===== src/rtl/assert_macros.svh =====
// shared assertion macros, clocked on clk with arst_n as the disable
`ifndef ASSERT_MACROS_SVH
`define ASSERT_MACROS_SVH

`ifndef ASSERT_OFF

// property that must hold in the same cycle as its trigger
`define ASSERT_NOW(label, ante, cons, msg) \
	label: assert property (@(posedge clk) disable iff (!arst_n) (ante) |-> (cons)) \
		else $error(msg);

// property that must hold in the cycle after its trigger
`define ASSERT_NEXT(label, ante, cons, msg) \
	label: assert property (@(posedge clk) disable iff (!arst_n) (ante) |=> (cons)) \
		else $error(msg);

`else

`define ASSERT_NOW(label, ante, cons, msg)
`define ASSERT_NEXT(label, ante, cons, msg)

`endif

`endif


===== src/rtl/bmp4_pkg.sv =====
`timescale 1ns / 1ps

package bmp4_pkg;

	typedef enum logic [1:0] {
		PH_HEADER = 2'd0,
		PH_SKIP   = 2'd1,
		PH_DATA   = 2'd2,
		PH_DONE   = 2'd3
	} phase_t;

	typedef enum logic [1:0] {
		ST_PIXEL     = 2'd0,
		ST_BAD_SIG   = 2'd1,
		ST_BAD_DEPTH = 2'd2,
		ST_TOO_LARGE = 2'd3
	} status_t;

	typedef struct packed {
		logic signed [15:0] x;
		logic signed [15:0] y;
		logic [2:0]         color;
		status_t            status;
		logic               last;
	} result_t;

	// configuration register indexes
	localparam logic [1:0] CFG_ORIGIN_X  = 2'd0;
	localparam logic [1:0] CFG_ORIGIN_Y  = 2'd1;
	localparam logic [1:0] CFG_OVERRIDE  = 2'd2;

	// header byte positions where a field is complete
	localparam logic [31:0] POS_SIG    = 32'd1;
	localparam logic [31:0] POS_OFFSET = 32'd13;
	localparam logic [31:0] POS_WIDTH  = 32'd21;
	localparam logic [31:0] POS_HEIGHT = 32'd25;
	localparam logic [31:0] POS_DEPTH  = 32'd29;

	localparam logic [15:0] SIGNATURE   = 16'h4D42;
	localparam logic [15:0] DEPTH_4BPP  = 16'd4;
	localparam logic [31:0] MIN_OFFSET  = 32'd30;
	localparam logic [3:0]  MAX_COLOR   = 4'd6;
	localparam logic [3:0]  NO_OVERRIDE = 4'd7;
	localparam logic [3:0]  WHITE       = 4'd1;
	localparam logic [2:0]  RES_N0      = 3'd0;

endpackage


===== src/rtl/bmp_4bpp_pixel_decoder.sv =====
`timescale 1ns / 1ps
// channel   dir   handshake            payload
// in        in    in_valid/in_stall    file_byte, start_of_file
// out       out   out_valid/out_stall  pixel_x, pixel_y, pixel_color, status, last_of_run
// cfg       in    cfg_we               cfg_index, cfg_data
//
// one byte is registered, then decoded in the next cycle into zero, one or two results
// that go into a two-entry output buffer; the single result port sets the rate: a data
// byte with two pixels stalls the input until the buffer has room for both results.
// arst_n clears the parser so the first byte after reset is byte 0 of a file.
// out_stall holds the buffer; the input register keeps accepting as long as the buffer
// has room for the results of the byte it holds.
`include "assert_macros.svh"

module bmp_4bpp_pixel_decoder #(
	parameter int MAX_DIM = 4096
) (
	input  logic               clk,
	input  logic               arst_n,

	input  logic               cfg_we,
	input  logic [1:0]         cfg_index,
	input  logic [15:0]        cfg_data,

	input  logic               in_valid,
	output logic               in_stall,
	input  logic [7:0]         file_byte,
	input  logic               start_of_file,

	output logic               out_valid,
	input  logic               out_stall,
	output logic signed [15:0] pixel_x,
	output logic signed [15:0] pixel_y,
	output logic [2:0]         pixel_color,
	output logic [1:0]         status,
	output logic               last_of_run
);

	localparam int DIM_W    = $clog2(MAX_DIM + 1);
	localparam int W7_W     = DIM_W + 3;
	localparam int ROWB_MAX = ((MAX_DIM + 7) / 8) * 4;
	localparam int BIR_W    = $clog2(ROWB_MAX + 1);
	localparam int COL_W    = BIR_W + 1;
	localparam int CMP_W    = ((COL_W > DIM_W) ? COL_W : DIM_W) + 1;

	function automatic logic [2:0] map_color(input logic [3:0] nib, input logic [3:0] ovr);
		logic [3:0] c;
		c = nib;
		if (c > bmp4_pkg::MAX_COLOR) begin
			c = bmp4_pkg::WHITE;
		end
		if (ovr < bmp4_pkg::NO_OVERRIDE && c != bmp4_pkg::WHITE) begin
			c = ovr;
		end
		return c[2:0];
	endfunction

	// configuration
	logic signed [15:0] origin_x_q;
	logic signed [15:0] origin_y_q;
	logic [3:0]         ovr_color_q;

	// input register
	logic       valid_s1;
	logic [7:0] byte_s1;
	logic       sof_s1;

	// parser state
	bmp4_pkg::phase_t phase_q, phase_d;
	logic [31:0]      byte_pos_q, byte_pos_d;
	logic [31:0]      hdr_shift_q, hdr_shift_d;
	logic [31:0]      data_off_q, data_off_d;
	logic [DIM_W-1:0] img_w_q, img_w_d;
	logic [DIM_W-1:0] img_h_q, img_h_d;
	logic             w_big_q, w_big_d;
	logic             h_big_q, h_big_d;
	logic             bottom_up_q, bottom_up_d;
	logic [BIR_W-1:0] row_byte_q, row_byte_d;
	logic [DIM_W-1:0] file_row_q, file_row_d;

	// state as seen by the held byte, restarted if it carries a start-of-file mark
	bmp4_pkg::phase_t e_phase;
	logic [31:0]      e_pos;
	logic [31:0]      e_shift;
	logic [31:0]      e_off;
	logic [DIM_W-1:0] e_w;
	logic [DIM_W-1:0] e_h;
	logic             e_w_big;
	logic             e_h_big;
	logic             e_bottom_up;
	logic [BIR_W-1:0] e_row_byte;
	logic [DIM_W-1:0] e_file_row;

	// output buffer
	bmp4_pkg::result_t obuf_q [2];
	bmp4_pkg::result_t obuf_d [2];
	logic [1:0]        ocnt_q, ocnt_d;

	logic [31:0]       hs_new;
	logic [31:0]       h_mag;
	logic              in_data;
	logic [W7_W-1:0]   w7;
	logic [BIR_W-1:0]  row_bytes;
	logic [BIR_W-1:0]  row_byte_inc;
	logic [COL_W-1:0]  col;
	logic [CMP_W-1:0]  col_e;
	logic [CMP_W-1:0]  w_e;
	logic [DIM_W-1:0]  srow;
	logic [DIM_W-1:0]  file_row_inc;
	logic              px0_ok;
	logic              px1_ok;
	bmp4_pkg::result_t res0;
	bmp4_pkg::result_t res1;
	logic [1:0]        res_n;
	logic              pop;
	logic [1:0]        base;
	logic [1:0]        room;
	logic              take;

	always_comb begin
		if (sof_s1) begin
			e_phase     = bmp4_pkg::PH_HEADER;
			e_pos       = '0;
			e_shift     = '0;
			e_off       = '0;
			e_w         = '0;
			e_h         = '0;
			e_w_big     = 1'b0;
			e_h_big     = 1'b0;
			e_bottom_up = 1'b1;
			e_row_byte  = '0;
			e_file_row  = '0;
		end else begin
			e_phase     = phase_q;
			e_pos       = byte_pos_q;
			e_shift     = hdr_shift_q;
			e_off       = data_off_q;
			e_w         = img_w_q;
			e_h         = img_h_q;
			e_w_big     = w_big_q;
			e_h_big     = h_big_q;
			e_bottom_up = bottom_up_q;
			e_row_byte  = row_byte_q;
			e_file_row  = file_row_q;
		end
	end

	// shared datapath terms
	always_comb begin
		hs_new       = {byte_s1, e_shift[31:8]};
		h_mag        = hs_new[31] ? (~hs_new + 32'd1) : hs_new;
		in_data      = (e_phase == bmp4_pkg::PH_DATA) ||
		               (e_phase == bmp4_pkg::PH_SKIP && e_pos == e_off);
		w7           = {3'b000, e_w} + W7_W'(7);
		row_bytes    = BIR_W'({w7 >> 3, 2'b00});
		row_byte_inc = e_row_byte + BIR_W'(1);
		col          = {e_row_byte, 1'b0};
		col_e        = CMP_W'(col);
		w_e          = CMP_W'(e_w);
		px0_ok       = col_e < w_e;
		px1_ok       = (col_e + CMP_W'(1)) < w_e;
		srow         = e_bottom_up ? (e_h - DIM_W'(1) - e_file_row) : e_file_row;
		file_row_inc = e_file_row + DIM_W'(1);
	end

	// results of the byte in the input register
	always_comb begin
		res0        = '0;
		res1        = '0;
		res_n       = 2'd0;
		res1.x      = origin_x_q + 16'(col) + 16'd1;
		res1.y      = origin_y_q + 16'(srow);
		res1.color  = map_color(byte_s1[3:0], ovr_color_q);
		res1.status = bmp4_pkg::ST_PIXEL;
		res1.last   = 1'b1;
		if (valid_s1) begin
			case (e_phase)
				bmp4_pkg::PH_HEADER: begin
					if (e_pos == bmp4_pkg::POS_SIG && hs_new[31:16] != bmp4_pkg::SIGNATURE) begin
						res0.status = bmp4_pkg::ST_BAD_SIG;
						res_n       = 2'd1;
					end else if (e_pos == bmp4_pkg::POS_DEPTH) begin
						if (hs_new[31:16] != bmp4_pkg::DEPTH_4BPP) begin
							res0.status = bmp4_pkg::ST_BAD_DEPTH;
							res_n       = 2'd1;
						end else if (e_w_big || e_h_big) begin
							res0.status = bmp4_pkg::ST_TOO_LARGE;
							res_n       = 2'd1;
						end
					end
				end
				bmp4_pkg::PH_SKIP, bmp4_pkg::PH_DATA: begin
					if (in_data && px0_ok) begin
						res0.x      = origin_x_q + 16'(col);
						res0.y      = origin_y_q + 16'(srow);
						res0.color  = map_color(byte_s1[7:4], ovr_color_q);
						res0.status = bmp4_pkg::ST_PIXEL;
						res_n       = px1_ok ? 2'd2 : 2'd1;
					end
				end
				default: begin
					res_n = 2'd0;
				end
			endcase
		end
		res0.last = (res_n == 2'd1);
	end

	// output buffer room and input take
	always_comb begin
		out_valid = ocnt_q != 2'd0;
		pop       = out_valid && !out_stall;
		base      = ocnt_q - {1'b0, pop};
		room      = 2'd2 - base;
		take      = valid_s1 && (res_n <= room);
		in_stall  = valid_s1 && !take;
	end

	always_comb begin
		obuf_d = obuf_q;
		if (pop) begin
			obuf_d[0] = obuf_q[1];
		end
		if (take && res_n != 2'd0) begin
			obuf_d[base[0]] = res0;
		end
		if (take && res_n == 2'd2) begin
			obuf_d[1] = res1;
		end
		ocnt_d = take ? (base + res_n) : base;
	end

	// parser next state
	always_comb begin
		phase_d     = phase_q;
		byte_pos_d  = byte_pos_q;
		hdr_shift_d = hdr_shift_q;
		data_off_d  = data_off_q;
		img_w_d     = img_w_q;
		img_h_d     = img_h_q;
		w_big_d     = w_big_q;
		h_big_d     = h_big_q;
		bottom_up_d = bottom_up_q;
		row_byte_d  = row_byte_q;
		file_row_d  = file_row_q;
		if (take) begin
			phase_d     = e_phase;
			byte_pos_d  = e_pos;
			hdr_shift_d = e_shift;
			data_off_d  = e_off;
			img_w_d     = e_w;
			img_h_d     = e_h;
			w_big_d     = e_w_big;
			h_big_d     = e_h_big;
			bottom_up_d = e_bottom_up;
			row_byte_d  = e_row_byte;
			file_row_d  = e_file_row;
			case (e_phase)
				bmp4_pkg::PH_HEADER: begin
					hdr_shift_d = hs_new;
					byte_pos_d  = e_pos + 32'd1;
					if (res_n != 2'd0) begin
						phase_d = bmp4_pkg::PH_DONE;
					end else if (e_pos == bmp4_pkg::POS_OFFSET) begin
						data_off_d = (hs_new < bmp4_pkg::MIN_OFFSET) ? bmp4_pkg::MIN_OFFSET
						                                              : hs_new;
					end else if (e_pos == bmp4_pkg::POS_WIDTH) begin
						img_w_d = hs_new[DIM_W-1:0];
						w_big_d = hs_new > 32'(MAX_DIM);
					end else if (e_pos == bmp4_pkg::POS_HEIGHT) begin
						bottom_up_d = !hs_new[31];
						img_h_d     = h_mag[DIM_W-1:0];
						h_big_d     = h_mag > 32'(MAX_DIM);
					end else if (e_pos == bmp4_pkg::POS_DEPTH) begin
						// an empty image ends without results
						phase_d = (e_w == '0 || e_h == '0) ? bmp4_pkg::PH_DONE
						                                   : bmp4_pkg::PH_SKIP;
					end
				end
				bmp4_pkg::PH_SKIP, bmp4_pkg::PH_DATA: begin
					byte_pos_d = e_pos + 32'd1;
					if (in_data) begin
						phase_d = bmp4_pkg::PH_DATA;
						if (row_byte_inc >= row_bytes) begin
							row_byte_d = '0;
							file_row_d = file_row_inc;
							if (file_row_inc >= e_h) begin
								phase_d = bmp4_pkg::PH_DONE;
							end
						end else begin
							row_byte_d = row_byte_inc;
						end
					end
				end
				default: begin
					phase_d = e_phase;
				end
			endcase
		end
	end

	always_ff @(posedge clk or negedge arst_n) begin
		if (!arst_n) begin
			origin_x_q  <= '0;
			origin_y_q  <= '0;
			ovr_color_q <= 4'hF;
		end else if (cfg_we) begin
			case (cfg_index)
				bmp4_pkg::CFG_ORIGIN_X: origin_x_q  <= cfg_data;
				bmp4_pkg::CFG_ORIGIN_Y: origin_y_q  <= cfg_data;
				bmp4_pkg::CFG_OVERRIDE: ovr_color_q <= cfg_data[3:0];
				default: ;
			endcase
		end
	end

	always_ff @(posedge clk or negedge arst_n) begin
		if (!arst_n) begin
			valid_s1 <= 1'b0;
		end else if (in_valid && !in_stall) begin
			valid_s1 <= 1'b1;
		end else if (take) begin
			valid_s1 <= 1'b0;
		end
	end

	always_ff @(posedge clk) begin
		if (in_valid && !in_stall) begin
			byte_s1 <= file_byte;
			sof_s1  <= start_of_file;
		end
	end

	always_ff @(posedge clk or negedge arst_n) begin
		if (!arst_n) begin
			phase_q     <= bmp4_pkg::PH_HEADER;
			byte_pos_q  <= '0;
			hdr_shift_q <= '0;
			data_off_q  <= '0;
			img_w_q     <= '0;
			img_h_q     <= '0;
			w_big_q     <= 1'b0;
			h_big_q     <= 1'b0;
			bottom_up_q <= 1'b1;
			row_byte_q  <= '0;
			file_row_q  <= '0;
			ocnt_q      <= 2'd0;
		end else begin
			phase_q     <= phase_d;
			byte_pos_q  <= byte_pos_d;
			hdr_shift_q <= hdr_shift_d;
			data_off_q  <= data_off_d;
			img_w_q     <= img_w_d;
			img_h_q     <= img_h_d;
			w_big_q     <= w_big_d;
			h_big_q     <= h_big_d;
			bottom_up_q <= bottom_up_d;
			row_byte_q  <= row_byte_d;
			file_row_q  <= file_row_d;
			ocnt_q      <= ocnt_d;
		end
	end

	always_ff @(posedge clk) begin
		obuf_q <= obuf_d;
	end

	assign pixel_x     = obuf_q[0].x;
	assign pixel_y     = obuf_q[0].y;
	assign pixel_color = obuf_q[0].color;
	assign status      = obuf_q[0].status;
	assign last_of_run = obuf_q[0].last;

	`ASSERT_NOW(a_cnt_bound, 1'b1, ocnt_q != 2'd3, "output buffer count out of range")
	`ASSERT_NOW(a_pair_whole, out_valid && !last_of_run, ocnt_q == 2'd2,
		"first pixel of a pair shown without its partner")
	`ASSERT_NOW(a_err_last, out_valid && status != bmp4_pkg::ST_PIXEL, last_of_run,
		"error result not marked last")
	`ASSERT_NEXT(a_stall_holds, in_stall, valid_s1 && $stable(byte_s1),
		"stalled input register lost its byte")

endmodule


===== config.mk =====
export PLATFORM = sky130hd
export DESIGN_NAME = bmp_4bpp_pixel_decoder
export DESIGN_NICKNAME = d
export VERILOG_FILES = /design/src/rtl/bmp4_pkg.sv /design/src/rtl/bmp_4bpp_pixel_decoder.sv
export VERILOG_INCLUDE_DIRS = /design/src /design/src/rtl
export SDC_FILE = /design/constraint.sdc
export NUM_CORES = 1
export LEC_CHECK = 0
export BUFFER_PORTS_ARGS = -buffer_cell sky130_fd_sc_hd__buf_2
export CORE_ASPECT_RATIO = 2
export CORE_MARGIN = 1.5
export CORE_UTILIZATION = 30
export DETAILED_ROUTE_END_ITERATION = 10
export PLACE_DENSITY_LB_ADDON = 0.05
export SKIP_CTS_REPAIR_TIMING = 1
export SYNTH_ARGS = -nofsm -noshare
export SYNTH_HDL_FRONTEND = slang
export SYNTH_SLANG_ARGS = --single-unit

===== constraint.sdc =====
create_clock -name clk -period 7.8 [get_ports clk]
set_clock_uncertainty 0.1 [all_clocks]
set_input_delay 1.17 -clock clk [delete_from_list [all_inputs] [get_ports clk]]
set_output_delay 1.17 -clock clk [all_outputs]
set_load 0.02 [all_outputs]

Word level (Yosys, flattened, before mapping)
Index checks and enable logic that the tools add are counted.
Widths: inputs -> output; s select.
- multiplexer cells: 90
- order comparisons: 13
- equality and inequality tests: 16
- add/sub/neg operators: 14
- reduce and logical (&&, ||, !) cells: 32
- bitwise logic cells: 2
- operators with widths (operator ; count):
    $mux 32 ; 10
    $mux 13 ; 16
    $mux 38 ; 3
    $eq 32x5->1 const B ; 3
    $bwmux 76 ; 1
    $mux 76 ; 1
    $mux 37 ; 2
    $add 32x1->32 const B ; 2
    $gt 32x13->1 const B ; 2
    $mux 12 ; 4
    $demux 38 s1 ; 1
    $mux 2 ; 19
    $mux 35 ; 1
    $add 16x13->16 ; 2
    $eq 32x1->1 const B ; 1
    $eq 32x32->1 ; 1
    $eq 32x4->1 const B ; 1
    $lt 32x5->1 const B ; 1
    $not 32->32 ; 1
    $logic_not 13->1 ; 2
    $mux 1 ; 22
    $mux 4 ; 5
    $add 16x1->16 const B ; 1
    $ne 16x15->1 const B ; 1
    other kinds (33) ; 64
- output and inout bits: 40
- register bits: 268

Longest topological paths before layout
Gate-level depths: netlist of the first run.
- depth in word-level cells: 17
- mapped depth: 28
- depth with buffers taken out: 22

Least setup slack after synthesis of the first run
OpenSTA, ideal clock, no wires.
- path type: reg2reg
- start: register sof_s1
- end: register obuf_q[10] (netlist bit) (data pin)
- cell stages (with the launch flop): 28
- arrival: 6.723 ns
- setup slack: 0.825 ns
- buffers on the path: 8
- setup time: 0.152 ns
- clock period less this slack: 6.975 ns
- cells stage by stage: edfxtp_1 -> buf_2 -> buf_4 -> buf_2 -> buf_2 -> buf_2 -> buf_2 -> buf_1 -> nor2_1 -> inv_1 -> ha_1 -> a211oi_1 -> o21ai_0 -> a221o_1 -> a21o_1 -> a211o_1 -> nor3_1 -> ha_1 -> nor2b_1 -> o21ai_1 -> nand2_1 -> clkbuf_1 -> nor2_1 -> nand2_1 -> a21o_1 -> nand2_1 -> nand2_1 -> nor2_1
- RTL lines (element ; line ; source):
    start, declared ; bmp_4bpp_pixel_decoder.sv:66 ; logic sof_s1;
    start signal, assigned ; bmp_4bpp_pixel_decoder.sv:330 ; sof_s1 <= start_of_file;
    end signal, assigned ; bmp_4bpp_pixel_decoder.sv:365 ; obuf_q <= obuf_d;
    end, declared ; bmp_4bpp_pixel_decoder.sv:95 ; bmp4_pkg::result_t obuf_q [2];

Worst setup path after layout of the first run
- start: register sof_s1
- end: output in_stall
- longest elaborated chain between the ends: 12
- elaborated cells between the ends (all ways): 37
- RTL lines (element ; line ; source):
    parallel branches: the longest is 6 deep, another holds $add 13x1->14 ; n/a ;
    $pmux 2 s2 * ; bmp_4bpp_pixel_decoder.sv:177 ; case (e_phase)
    $mux 2 * ; bmp_4bpp_pixel_decoder.sv:176 ; if (valid_s1) begin
    $le 2x2->1 * ; bmp_4bpp_pixel_decoder.sv:215 ; take = valid_s1 && (res_n <= room);
    $logic_and 1x1->1 * ; bmp_4bpp_pixel_decoder.sv:215 ;
    $logic_not 1->1 * ; bmp_4bpp_pixel_decoder.sv:216 ; in_stall = valid_s1 && !take;
    $logic_and 1x1->1 * ; bmp_4bpp_pixel_decoder.sv:216 ;
    end, declared ; bmp_4bpp_pixel_decoder.sv:26 ; output logic in_stall,
Mark *: on every way between the ends. The select of a mux whose other input is x is not followed.

==> metrics.log, run 1 <==
INFO  metric first_global_vias = about 15000
INFO  metric htree_levels = 1
INFO  metric leading_cell_type_by_number_of_instances_after_synthesis = sky130_fd_sc_hd__nand2_1
INFO  metric antenna_found_initial = 0
INFO  metric synth_cell_type_count = between 90 and 100
INFO  metric syn_area_per_cell = about 9 um^2
INFO  metric synth.ff_latch_count = about 270
INFO  metric critPathMostFrequentCell = sky130_fd_sc_hd__inv_1
INFO  metric path_cells = inv_2 -> buf_4 -> nand2_1 -> inv_1 -> ha_1 -> nand3_1 -> nor4_1 -> nand4_1 -> a211o_1 -> nor3_1 -> ha_1 -> nor2b_1 -> o21ai_1 -> inv_1 -> nand2_1 -> inv_1 -> buf_2
INFO  metric area_added_between_synthesis_and_finish = 9.83%
INFO  metric critical_path_required_time = about 6500 ps
INFO  metric die_h = approximately 350 um
INFO  metric critPathArrivalTime = about 5400 ps
INFO  metric synthesis.area = 0.0178 mm^2
INFO  metric p_per_area = roughly 310 mW/mm^2
INFO  metric peakVddDrop = 156 uV
INFO  metric max_slew.worst_pin.slew = 1080 ps
INFO  metric detailedRoute.firstPassIterationCount = 5
INFO  metric viasPerCell = roughly 5.3
INFO  metric dp_hpwl = approximately 50 mm
INFO  metric floorplan.initialDensity = 30.3%
INFO  metric asr_flop_ratio_synth = 68.3%
INFO  metric critical_path.startpoint_type = flop
INFO  metric cts-buffers-inserted = 29
INFO  metric most_used_flip_flop_cell_after_synthesis = sky130_fd_sc_hd__dfrtp_1
INFO  metric ys_warn_count = 0
INFO  metric report.final.slew_viol_count = 0
INFO  metric cts_max_path_buffers = 3
INFO  metric clk_root_buffer_cell = sky130_fd_sc_hd__clkbuf_16
INFO  metric core.rowCount = approximately 130
INFO  metric synth.net_count = roughly 2100
INFO  metric layout_min_cycle_time = 6660 ps
INFO  metric core_area = between 0.05 and 0.06 mm^2
INFO  metric clock_sinks = around 270
INFO  metric insertedDiodeCount = 0
INFO  metric grt_overflow = 0
INFO  metric worstPathMaxFanout = 22
INFO  metric holdCritPathClass = reg2reg
INFO  metric tns = 0 ps
INFO  metric clock_latency_on_the_worst_skew_pair = a little under 600 ps
INFO  metric floorplan.die_area = about 0.06 mm^2
INFO  metric worstSetupEndpointType = output pin
INFO  metric timing.slew.headroom = between 20% and 30%
INFO  metric synth_enable_flop_cells = 44
INFO  metric cp_slowest_cell = sky130_fd_sc_hd__edfxtp_1
INFO  metric max_freq = between 0.15 and 0.2 GHz
INFO  metric layout.filler_cells = about 6200
INFO  metric vias = approximately 15000
INFO  metric post_synth_inst_count = between 2000 and 2500
INFO  metric top_cells_by_area_synth = sky130_fd_sc_hd__dfrtp_1 (25%), sky130_fd_sc_hd__edfxtp_1 (7.4%), sky130_fd_sc_hd__ha_1 (5.7%), sky130_fd_sc_hd__xnor2_1 (4.6%), sky130_fd_sc_hd__dfxtp_1 (4.6%)
INFO  metric place.port_buffers = just over 70
INFO  metric wl_per_cell = between 20 and 25 um
INFO  metric path_clk_slew = around 60 ps
INFO  metric nets = ~2100
INFO  metric finalCritPeriodShare = a little under nine tenths
INFO  metric cap_violations = 0
INFO  metric cts_tree = yes
INFO  metric grt_max_degree = around 100
INFO  metric fp.dieW = around 180 um
INFO  metric synth_top_cells_by_count = sky130_fd_sc_hd__nand2_1 (217), sky130_fd_sc_hd__dfrtp_1 (178), sky130_fd_sc_hd__nor2_1 (131), sky130_fd_sc_hd__o21ai_0 (131), sky130_fd_sc_hd__xnor2_1 (94)
INFO  metric timing_worst_setup_path_type = reg2out
INFO  metric layout-drive-gt1-share = a little under an eighth
INFO  metric max_incr_delay_on_cp = 700 ps
INFO  metric post-route-util = around a third
INFO  metric synth_largest_type_area_fraction = 25.0%
INFO  metric p_leak = between 7 and 8 nW
INFO  metric rsz0062_at_grt = false
INFO  metric gp_congestion = ~0.86
INFO  metric setup-violations-final = 0
INFO  metric synth_seq_area_share = between 30% and 40%
INFO  metric postRouteAntennaNets = 0
INFO  metric first_pass_grt_wire_length = a little under 100 mm
INFO  metric finalWirelength = around 65 mm
INFO  metric io_pins = between 70 and 80
INFO  metric synth_top_cell_by_area = sky130_fd_sc_hd__dfrtp_1
INFO  metric run_status = completed
INFO  metric post-route-drc-count = 0
INFO  metric hold_violations = 0
INFO  metric groute.usage.overall = between 20% and 30%
INFO  metric p_total = between 6 and 7 mW
INFO  metric drt_first_iter_violations = 816
-- cells by family (layout without fill, tap and decap cells) --
group | count (synthesis) | after routing | share of synthesized area, %
mux | 85 | 85 | 5.03
xor+xnor | 137 | 137 | 6.72
simple gates | 704 | 704 | 19.5
flops | 268 | 268 | 37.7
fa+ha+maj | 84 | 84 | 5.97
buf+inv | 232 | 228 | 6.00
compound gates | 504 | 504 | 19.0
-- worst paths after layout --
check                               from             to  slack, ps  depth (start not counted)
setup / recovery                  sof_s1       in_stall       1140                         17
hold / removal             data_off_q[2]  data_off_q[2]        380                          2
setup reg to reg                  sof_s1     obuf_q[12]       1320                         20
hold reg to reg            data_off_q[2]  data_off_q[2]        380                          2
max in group asynchronous         arst_n      ocnt_q[0]       5700                          2
min in group asynchronous         arst_n  byte_pos_q[7]        580                          1
-- flip-flops by register name, summed over array words and instances, names as in the netlist, 13 cells and up --
signal and cells:
data_off_q 32, hdr_shift_q 24, byte_pos_q 32, pixel_x 16
img_w_q 13, file_row_q 13, obuf_q 38, pixel_y 16
img_h_q 13, origin_y_q 16, origin_x_q 16
-- power breakdown --
part / internal (mW) / switching (mW) / leakage, nW
combinational: 0.838 / 1.71 / 4.34
sequential: 1.71 / 0.375 / 3.19
clock: 0.805 / 0.632 / 0.470
-- layout make-up --
type / instances / area [um^2] / area share, %
multi-input combinational: 1514 / 10100 / 51.3
sequential: 268 / 6730 / 34.3
tap: 768 / 961 / 4.90
clock buffer: 38 / 820 / 4.18
timing repair buffer: 104 / 624 / 3.19
inverter: 71 / 267 / 1.36
clock inverter: 15 / 140 / 0.715
-- placed cells by master (no fill, tap or decap), drive strengths merged, types with 37 or more instances in the layout --
master / synthesis / final
nand2: 217 / 217
dfrtp: 178 / 178
o21ai: 137 / 137
nor2: 133 / 133
buf: 76 / 103
xnor2: 94 / 94
a21oi: 93 / 93
nand3: 87 / 87
ha: 82 / 82
inv: 71 / 73
nor2b: 69 / 69
mux2i: 48 / 48
a22o: 44 / 44
edfxtp: 44 / 44
xor2: 43 / 43
dfxtp: 41 / 41
nor3: 39 / 39
clkbuf: 85 / 39
mux2: 37 / 37
-- stage by stage --
stage | std cells | hold WS, ps | area (um^2) | worst slack (ps)
2_1_floorplan | 2014 | 339 | 17800 | 825
3_3_place_gp | 2725 | 372 | 18600 | 1540
3_5_place_dp | 2725 | 371 | 18600 | 1290
4_1_cts | 2778 | 388 | 19600 | 1090
5_1_grt | 2778 | 422 | 19600 | 718
6_report | 2778 | 385 | 19600 | 1140
-- worst max-delay path: cells and delay by family (launching register included) --
family,cells,cell delay [ps]
AOI/OAI and AO/OA,2,870
adders and majority gates,2,510
and+or+nand+nor,7,1450
buffers and inverters,6,1250
DFF,1,700
-- layer usage --
metal  vias to the layer above  routed length (um)  GRT usage (%)
li1                       7164                   -              -
met1                      7206               22500           21.1
met2                       333               35600           41.8
met3                       127                1710           1.54
met4                         0                4990           14.8
met5                         -                   0              0
No activity file was read; power rests on OpenSTA's default activity.
==> run 2: changes to the inputs <==
Settings changed: BUFFER_PORTS_ARGS -buffer_cell sky130_fd_sc_hd__buf_2 to -buffer_cell sky130_fd_sc_hd__buf_4.
==> run 2 against run 1 <==
Via count is 0.20% higher. Register-to-register slack better by 100 ps. Global-route usage is 0.46 points lower. Fmax is 0.57% lower. Combinational power is 2% higher. Worst setup slack worse by 38 ps. Cell count is 0.14% lower. Sequential power hardly changed. Critical path type unchanged. Critical endpoint unchanged. Largest power group unchanged. Highest routed layer unchanged.
==> metrics.log, run 2 (same netlist as run 1, synthesis figures left out) <==
INFO  metric hold_violations = 0
INFO  metric seq_power_share = 33.7%
INFO  metric critical_path.startpoint_type = flop
INFO  metric groute.usage.overall = between 20% and 30%
INFO  metric gp_congestion = approximately 0.86
INFO  metric largest_register = obuf_q
INFO  metric critical_path_required_time = roughly 6500 ps
INFO  metric viasPerCell = between 5 and 6
INFO  metric cts_tree = yes
INFO  metric rr_endpoint = obuf_q[13]
INFO  metric max_freq = between 0.1 and 0.15 GHz
INFO  metric area_added_between_synthesis_and_finish = 10.5%
INFO  metric layout_common_cells = sky130_fd_sc_hd__nand2_1 (215), sky130_fd_sc_hd__dfrtp_1 (178), sky130_fd_sc_hd__o21ai_0 (131), sky130_fd_sc_hd__nor2_1 (131), sky130_fd_sc_hd__buf_4 (98)
INFO  metric detailedRoute.firstPassIterationCount = 6
INFO  metric nets = 2100
INFO  metric place.port_buffers = 71
INFO  metric floorplan.die_area = between 0.06 and 0.07 mm^2
INFO  metric max_slew.worst_pin.slew = roughly 1200 ps
INFO  metric worstSetupStartpoint = sof_s1
INFO  metric p_per_area = around 310 mW/mm^2
INFO  metric hold_slack = approximately 380 ps
INFO  metric p_total = 6.12 mW
INFO  metric peakVddDrop = approximately 230 uV
INFO  metric wl_per_cell = about 23 um
INFO  metric worstReg2RegStart = sof_s1
INFO  metric setup.reg_to_reg.worst_slack = approximately 1400 ps
INFO  metric floorplan.initialDensity = 30.3%
INFO  metric first_global_vias = 15200
INFO  metric cap_violations = 0
INFO  metric timing_worst_setup_path_type = reg2out
INFO  metric finalWirelength = 64.0 mm
INFO  metric holdCritPathClass = reg2reg
INFO  metric fp.dieW = ~180 um
INFO  metric clkPwrFrac = a little under a quarter
INFO  metric max_incr_delay_on_cp = ~570 ps
INFO  metric worstSetupEndpoint = in_stall
INFO  metric path_cells = inv_2 -> nand2_1 -> ha_1 -> nand3_1 -> nor2_1 -> a221o_1 -> a21o_1 -> a211o_1 -> nor3_1 -> ha_1 -> nor2b_1 -> o21ai_1 -> inv_1 -> nand2_1 -> inv_1 -> buf_4
INFO  metric flip_flop_count_of_the_largest_register_after_layout = 38
INFO  metric p_leak = 8.02 nW
INFO  metric antenna_found_initial = 0
INFO  metric io_pins = 72
INFO  metric core.rowCount = around 130
INFO  metric worstSetupEndpointType = output pin
INFO  metric grt_max_degree = 126
INFO  metric finalCritPeriodShare = 85.9%
INFO  metric layout_min_cycle_time = about 6700 ps
INFO  metric layout-drive-gt1-share = ~11%
INFO  metric first_pass_grt_wire_length = approximately 96 mm
INFO  metric p_sw = about 2.7 mW
INFO  metric cp_slowest_cell = sky130_fd_sc_hd__edfxtp_1
INFO  metric rsz0062_at_grt = false
INFO  metric post-route-drc-count = 0
INFO  metric most_common_cell_after_layout_fill_and_taps_aside = sky130_fd_sc_hd__nand2_1
INFO  metric postRouteAntennaNets = 0
INFO  metric tns = 0 ps
INFO  metric clock_latency_on_the_worst_skew_pair = a little over 600 ps
INFO  metric worstPathMaxFanout = 29
INFO  metric path_clk_slew = ~70 ps
INFO  metric reg2regPathDepth = 19
INFO  metric post-route-util = between 30% and 40%
INFO  metric vias = ~15000
INFO  metric clock_sinks = ~270
INFO  metric core_area = 0.0590 mm^2
INFO  metric cellInternalPower = ~3.4 mW
INFO  metric die_h = between 300 and 400 um
INFO  metric htree_levels = 1
INFO  metric reg_top3 = obuf_q x38, byte_pos_q x32, data_off_q x32
INFO  metric cts_max_path_buffers = 3
INFO  metric cts-buffers-inserted = 29
INFO  metric timing.slew.headroom = between 10% and 20%
INFO  metric clk_root_buffer_cell = sky130_fd_sc_hd__clkbuf_16
INFO  metric dp_hpwl = ~49 mm
INFO  metric setup-violations-final = 0
INFO  metric run_status = completed
INFO  metric report.final.slew_viol_count = 0
INFO  metric power.switching_fraction = between 40 and 50%
INFO  metric power.combinational.fraction = 42.5%
INFO  metric drt_first_iter_violations = 898
INFO  metric grt_overflow = 0
INFO  metric insertedDiodeCount = 0
INFO  metric critPathArrivalTime = about 5400 ps
run 2: critical path: cells and delay by family (launching register included):
kind	cells	cell delay, ps
buf+inv	4	1030
flops	1	570
simple gates	6	1050
fa+ha+maj	2	660
compound gates	4	1500
run 2: power by group through the flow:
stage	sequential, mW	combinational [mW]	clock, mW
after floorplan	1.84	2.00	0
after global placement	2.09	2.61	0
after detailed placement	2.09	2.62	0
after CTS	2.06	2.63	1.51
after global routing	2.10	2.85	1.54
final	2.06	2.60	1.46
run 2: metrics by stage:
step                      worst slack, ps  std cells  area [um^2]
after floorplan                       825       2014        17800
after global placement               1500       2721        18800
after detailed placement             1360       2721        18800
after CTS                            1010       2774        19700
after global routing                  678       2774        19700
final                                1100       2774        19700
run 2: per-layer routing:
| layer | track usage [%] | part of all wire [%] | vias up | routed length, um |
|---|---|---|---|---|
| met2 | 41.8 | 56 | 351 | 35700 |
| met3 | 1.69 | 2.7 | 144 | 1750 |
| li1 | - | - | 7150 | - |
| met4 | 13.8 | 7.2 | 0 | 4640 |
| met5 | 0 | 0 | - | 0 |
| met1 | 20.1 | 34 | 7214 | 21900 |
run 2: cell type report:
class,count,area (um^2)
Timing Repair Buffer,100,769
Multi-Input combinational cell,1514,10100
Tap cell,768,961
Clock inverter,13,165
Fill cell,6136,39200
Clock buffer,40,777
Inverter,71,267
Sequential cell,268,6730
run 2: how the worst min path moves through the flow:
stage | start | endpoint | slack, ps | depth (start not counted)
finish | data_off_q[2] | data_off_q[2] | 380 | 2
CTS | data_off_q[2] | data_off_q[2] | 380 | 2
floorplan | data_off_q[2] | data_off_q[2] | 340 | 2
global placement | data_off_q[2] | data_off_q[2] | 370 | 2
global route | data_off_q[2] | data_off_q[2] | 400 | 2
detailed placement | data_off_q[2] | data_off_q[2] | 360 | 2
==> run 3: changes to the inputs <==
Settings changed: CELL_PAD_IN_SITES_DETAIL_PLACEMENT set to 0, CELL_PAD_IN_SITES_GLOBAL_PLACEMENT set to 2.
==> run 3 against run 2 <==
Hold slack gained 9.4 ps. Routed wire length grew 1.6%. Largest power group unchanged. Critical path depth is the same. Sequential cell count is the same. Non-clock buffer count grew 3. Die area is the same. Power grew 0.92%. First-iteration DRC count shrank 20%. Combinational power grew 2%. Via count shrank 0.85%. Count of clock-buffer cells in the layout grew 2.
==> metrics.log, run 3 (same netlist as run 1, synthesis figures left out) <==
INFO  metric drt_first_iter_violations = between 700 and 800
INFO  metric finalCritPeriodShare = 93.0%
INFO  metric peakVddDrop = between 200 and 250 uV
INFO  metric worstSetupEndpointType = output pin
INFO  metric postRouteAntennaNets = 0
INFO  metric max_freq = 0.138 GHz
INFO  metric nets = between 2000 and 2500
INFO  metric p_leak = roughly 8 nW
INFO  metric post-route-drc-count = 0
INFO  metric layout_min_cycle_time = around 7300 ps
INFO  metric grt_overflow = 0
INFO  metric dp_hpwl = around 50 mm
INFO  metric core.rowCount = around 130
INFO  metric first_pass_grt_wire_length = just under 100 mm
INFO  metric path_clk_slew = around 70 ps
INFO  metric final-instance-count-excl-fill = ~2800
INFO  metric cap_violations = 0
INFO  metric place_worst_setup_slack = 818 ps
INFO  metric die_h = about 350 um
INFO  metric gp_congestion = between 0.8 and 0.9
INFO  metric groute.usage.overall = approximately 21%
INFO  metric layout_common_cells = sky130_fd_sc_hd__nand2_1 (215), sky130_fd_sc_hd__dfrtp_1 (178), sky130_fd_sc_hd__o21ai_0 (131), sky130_fd_sc_hd__nor2_1 (131), sky130_fd_sc_hd__buf_4 (100)
INFO  metric report.final.slew_viol_count = 0
INFO  metric clock_latency_on_the_worst_skew_pair = around 620 ps
INFO  metric htree_levels = 1
INFO  metric most_common_cell_after_layout_fill_and_taps_aside = sky130_fd_sc_hd__nand2_1
INFO  metric post-route-util = 33.5%
INFO  metric worstReg2RegStart = sof_s1
INFO  metric first_global_vias = around 15000
INFO  metric run_status = completed
INFO  metric finalWirelength = roughly 65 mm
INFO  metric critical_path.startpoint_type = flop
INFO  metric detailedRoute.firstPassIterationCount = 5
INFO  metric cts_max_path_buffers = 3
INFO  metric layout-drive-gt1-share = a little under an eighth
INFO  metric timing_worst_setup_path_type = reg2out
INFO  metric clk_root_buffer_cell = sky130_fd_sc_hd__clkbuf_16
INFO  metric numPlacedInstances = between 2000 and 3000
INFO  metric reg2regPathDepth = 16
INFO  metric worst_hold_path.num_cells = 1
INFO  metric vias = between 10000 and 15000
INFO  metric path_cells = inv_2 -> nand2_1 -> ha_1 -> nand3_1 -> nor2_1 -> a221o_1 -> a21o_1 -> a211o_1 -> nor3_1 -> ha_1 -> nor2b_1 -> o21ai_1 -> inv_1 -> nand2_1 -> inv_1 -> buf_4
INFO  metric rsz0062_at_grt = false
INFO  metric clock_sinks = 268
INFO  metric p_per_area = roughly 310 mW/mm^2
INFO  metric tns = 0 ps
INFO  metric critPathTopFamily = compound AO/OA/AOI/OAI gates
INFO  metric viasPerCell = approximately 5.3
INFO  metric antenna_found_initial = 0
INFO  metric fp.dieW = approximately 180 um
INFO  metric timing.hold.worst.start = row_byte_q[7]
INFO  metric number_of_buffer_and_inverter_instances_along_the_worst_setup_path = 4
INFO  metric io_pins = 72
INFO  metric flip_flop_count_of_the_largest_register_after_layout = 38
INFO  metric grt_max_degree = just under 70
INFO  metric finalWorstSetupSlack = 550 ps
INFO  metric wl_per_cell = 23.4 um
INFO  metric holdCritPathClass = reg2reg
INFO  metric largest_register = obuf_q
INFO  metric critPathArrivalTime = around 6000 ps
INFO  metric max_incr_delay_on_cp = approximately 940 ps
INFO  metric critical_path_depth = 16
INFO  metric area_added_between_synthesis_and_finish = 10.8%
INFO  metric setup-violations-final = 0
INFO  metric reg_top3 = obuf_q x38, byte_pos_q x32, data_off_q x32
INFO  metric worstSetupStartpoint = sof_s1
INFO  metric max_slew.worst_pin.slew = 1300 ps
INFO  metric cp_slowest_cell = sky130_fd_sc_hd__edfxtp_1
INFO  metric hold_violations = 0
INFO  metric timing.hold.worst_endpoint = row_byte_q[7]
INFO  metric cts_tree = yes
INFO  metric core_area = 0.0590 mm^2
INFO  metric p_total = between 6 and 7 mW
INFO  metric worstPathMaxFanout = 26
INFO  metric floorplan.initialDensity = between 30% and 40%
INFO  metric critical_path_required_time = around 6500 ps
INFO  metric setup.reg_to_reg.worst_slack = between 700 and 800 ps
INFO  metric place.port_buffers = roughly 70
INFO  metric timing.slew.headroom = approximately 12%
INFO  metric cts-buffers-inserted = 29
INFO  metric rr_endpoint = img_h_q[3]
INFO  metric floorplan.die_area = just over 0.06 mm^2
## run 3: cell count changes in the layout (fill, tap and decap cells not counted), moves of 2 or more
cell / previous run / this run
sky130_fd_sc_hd__bufinv_16: 4 / 2
sky130_fd_sc_hd__clkinvlp_4: 0 / 2
sky130_fd_sc_hd__clkbuf_8: 2 / 6
sky130_fd_sc_hd__buf_4: 98 / 100
sky130_fd_sc_hd__clkbuf_1: 10 / 8
## run 3: cell type report
cell class	count	area [um^2]
well taps	768	961
repair buffers	103	805
clock buffers	42	825
inverters	71	267
fillers	6310	39200
diodes	1	2.50
multi-input cells	1514	10100
clock inverters	12	129
flip-flops and latches	268	6730
## run 3: power breakdown
part / internal (mW) / switching (mW) / total (mW) / leakage (nW)
registers: 1.71 / 0.357 / 2.06 / 3.19
logic: 0.895 / 1.76 / 2.66 / 4.39
clock network: 0.802 / 0.650 / 1.45 / 0.464
total: 3.40 / 2.77 / 6.18 / 8.04
## run 3: worst reg2reg max path: cells and delay by family, from the launching register on
family,cells,cell delay [ps]
adder cells (fa/ha/maj),2,600
flip-flops,1,940
buffers and inverters,1,500
AND/OR/NAND/NOR,8,3000
AO/OA/AOI/OAI,5,1820
## run 3: worst max path at each step
stage                       endpoint  slack (ps)
after floorplan           obuf_q[10]         830
after global placement    img_h_q[3]         980
after detailed placement  img_h_q[3]         820
after CTS                   in_stall         500
after global routing        in_stall         320
final                       in_stall         550
## run 3: metrics by stage
stage	instance area, um^2	hold WS, ps
after floorplan	17800	339
after global placement	18800	375
after detailed placement	18800	370
after CTS	19800	384
after global routing	19800	400
final	19800	387
## run 3: routing by layer
metal / routed length [um] / global-route usage, % / vias up
met5: 0 / 0 / -
met3: 1740 / 1.69 / 110
met1: 22900 / 21.2 / 7159
met2: 37000 / 43.4 / 293
met4: 3430 / 10.8 / 0
li1: - / - / 7170
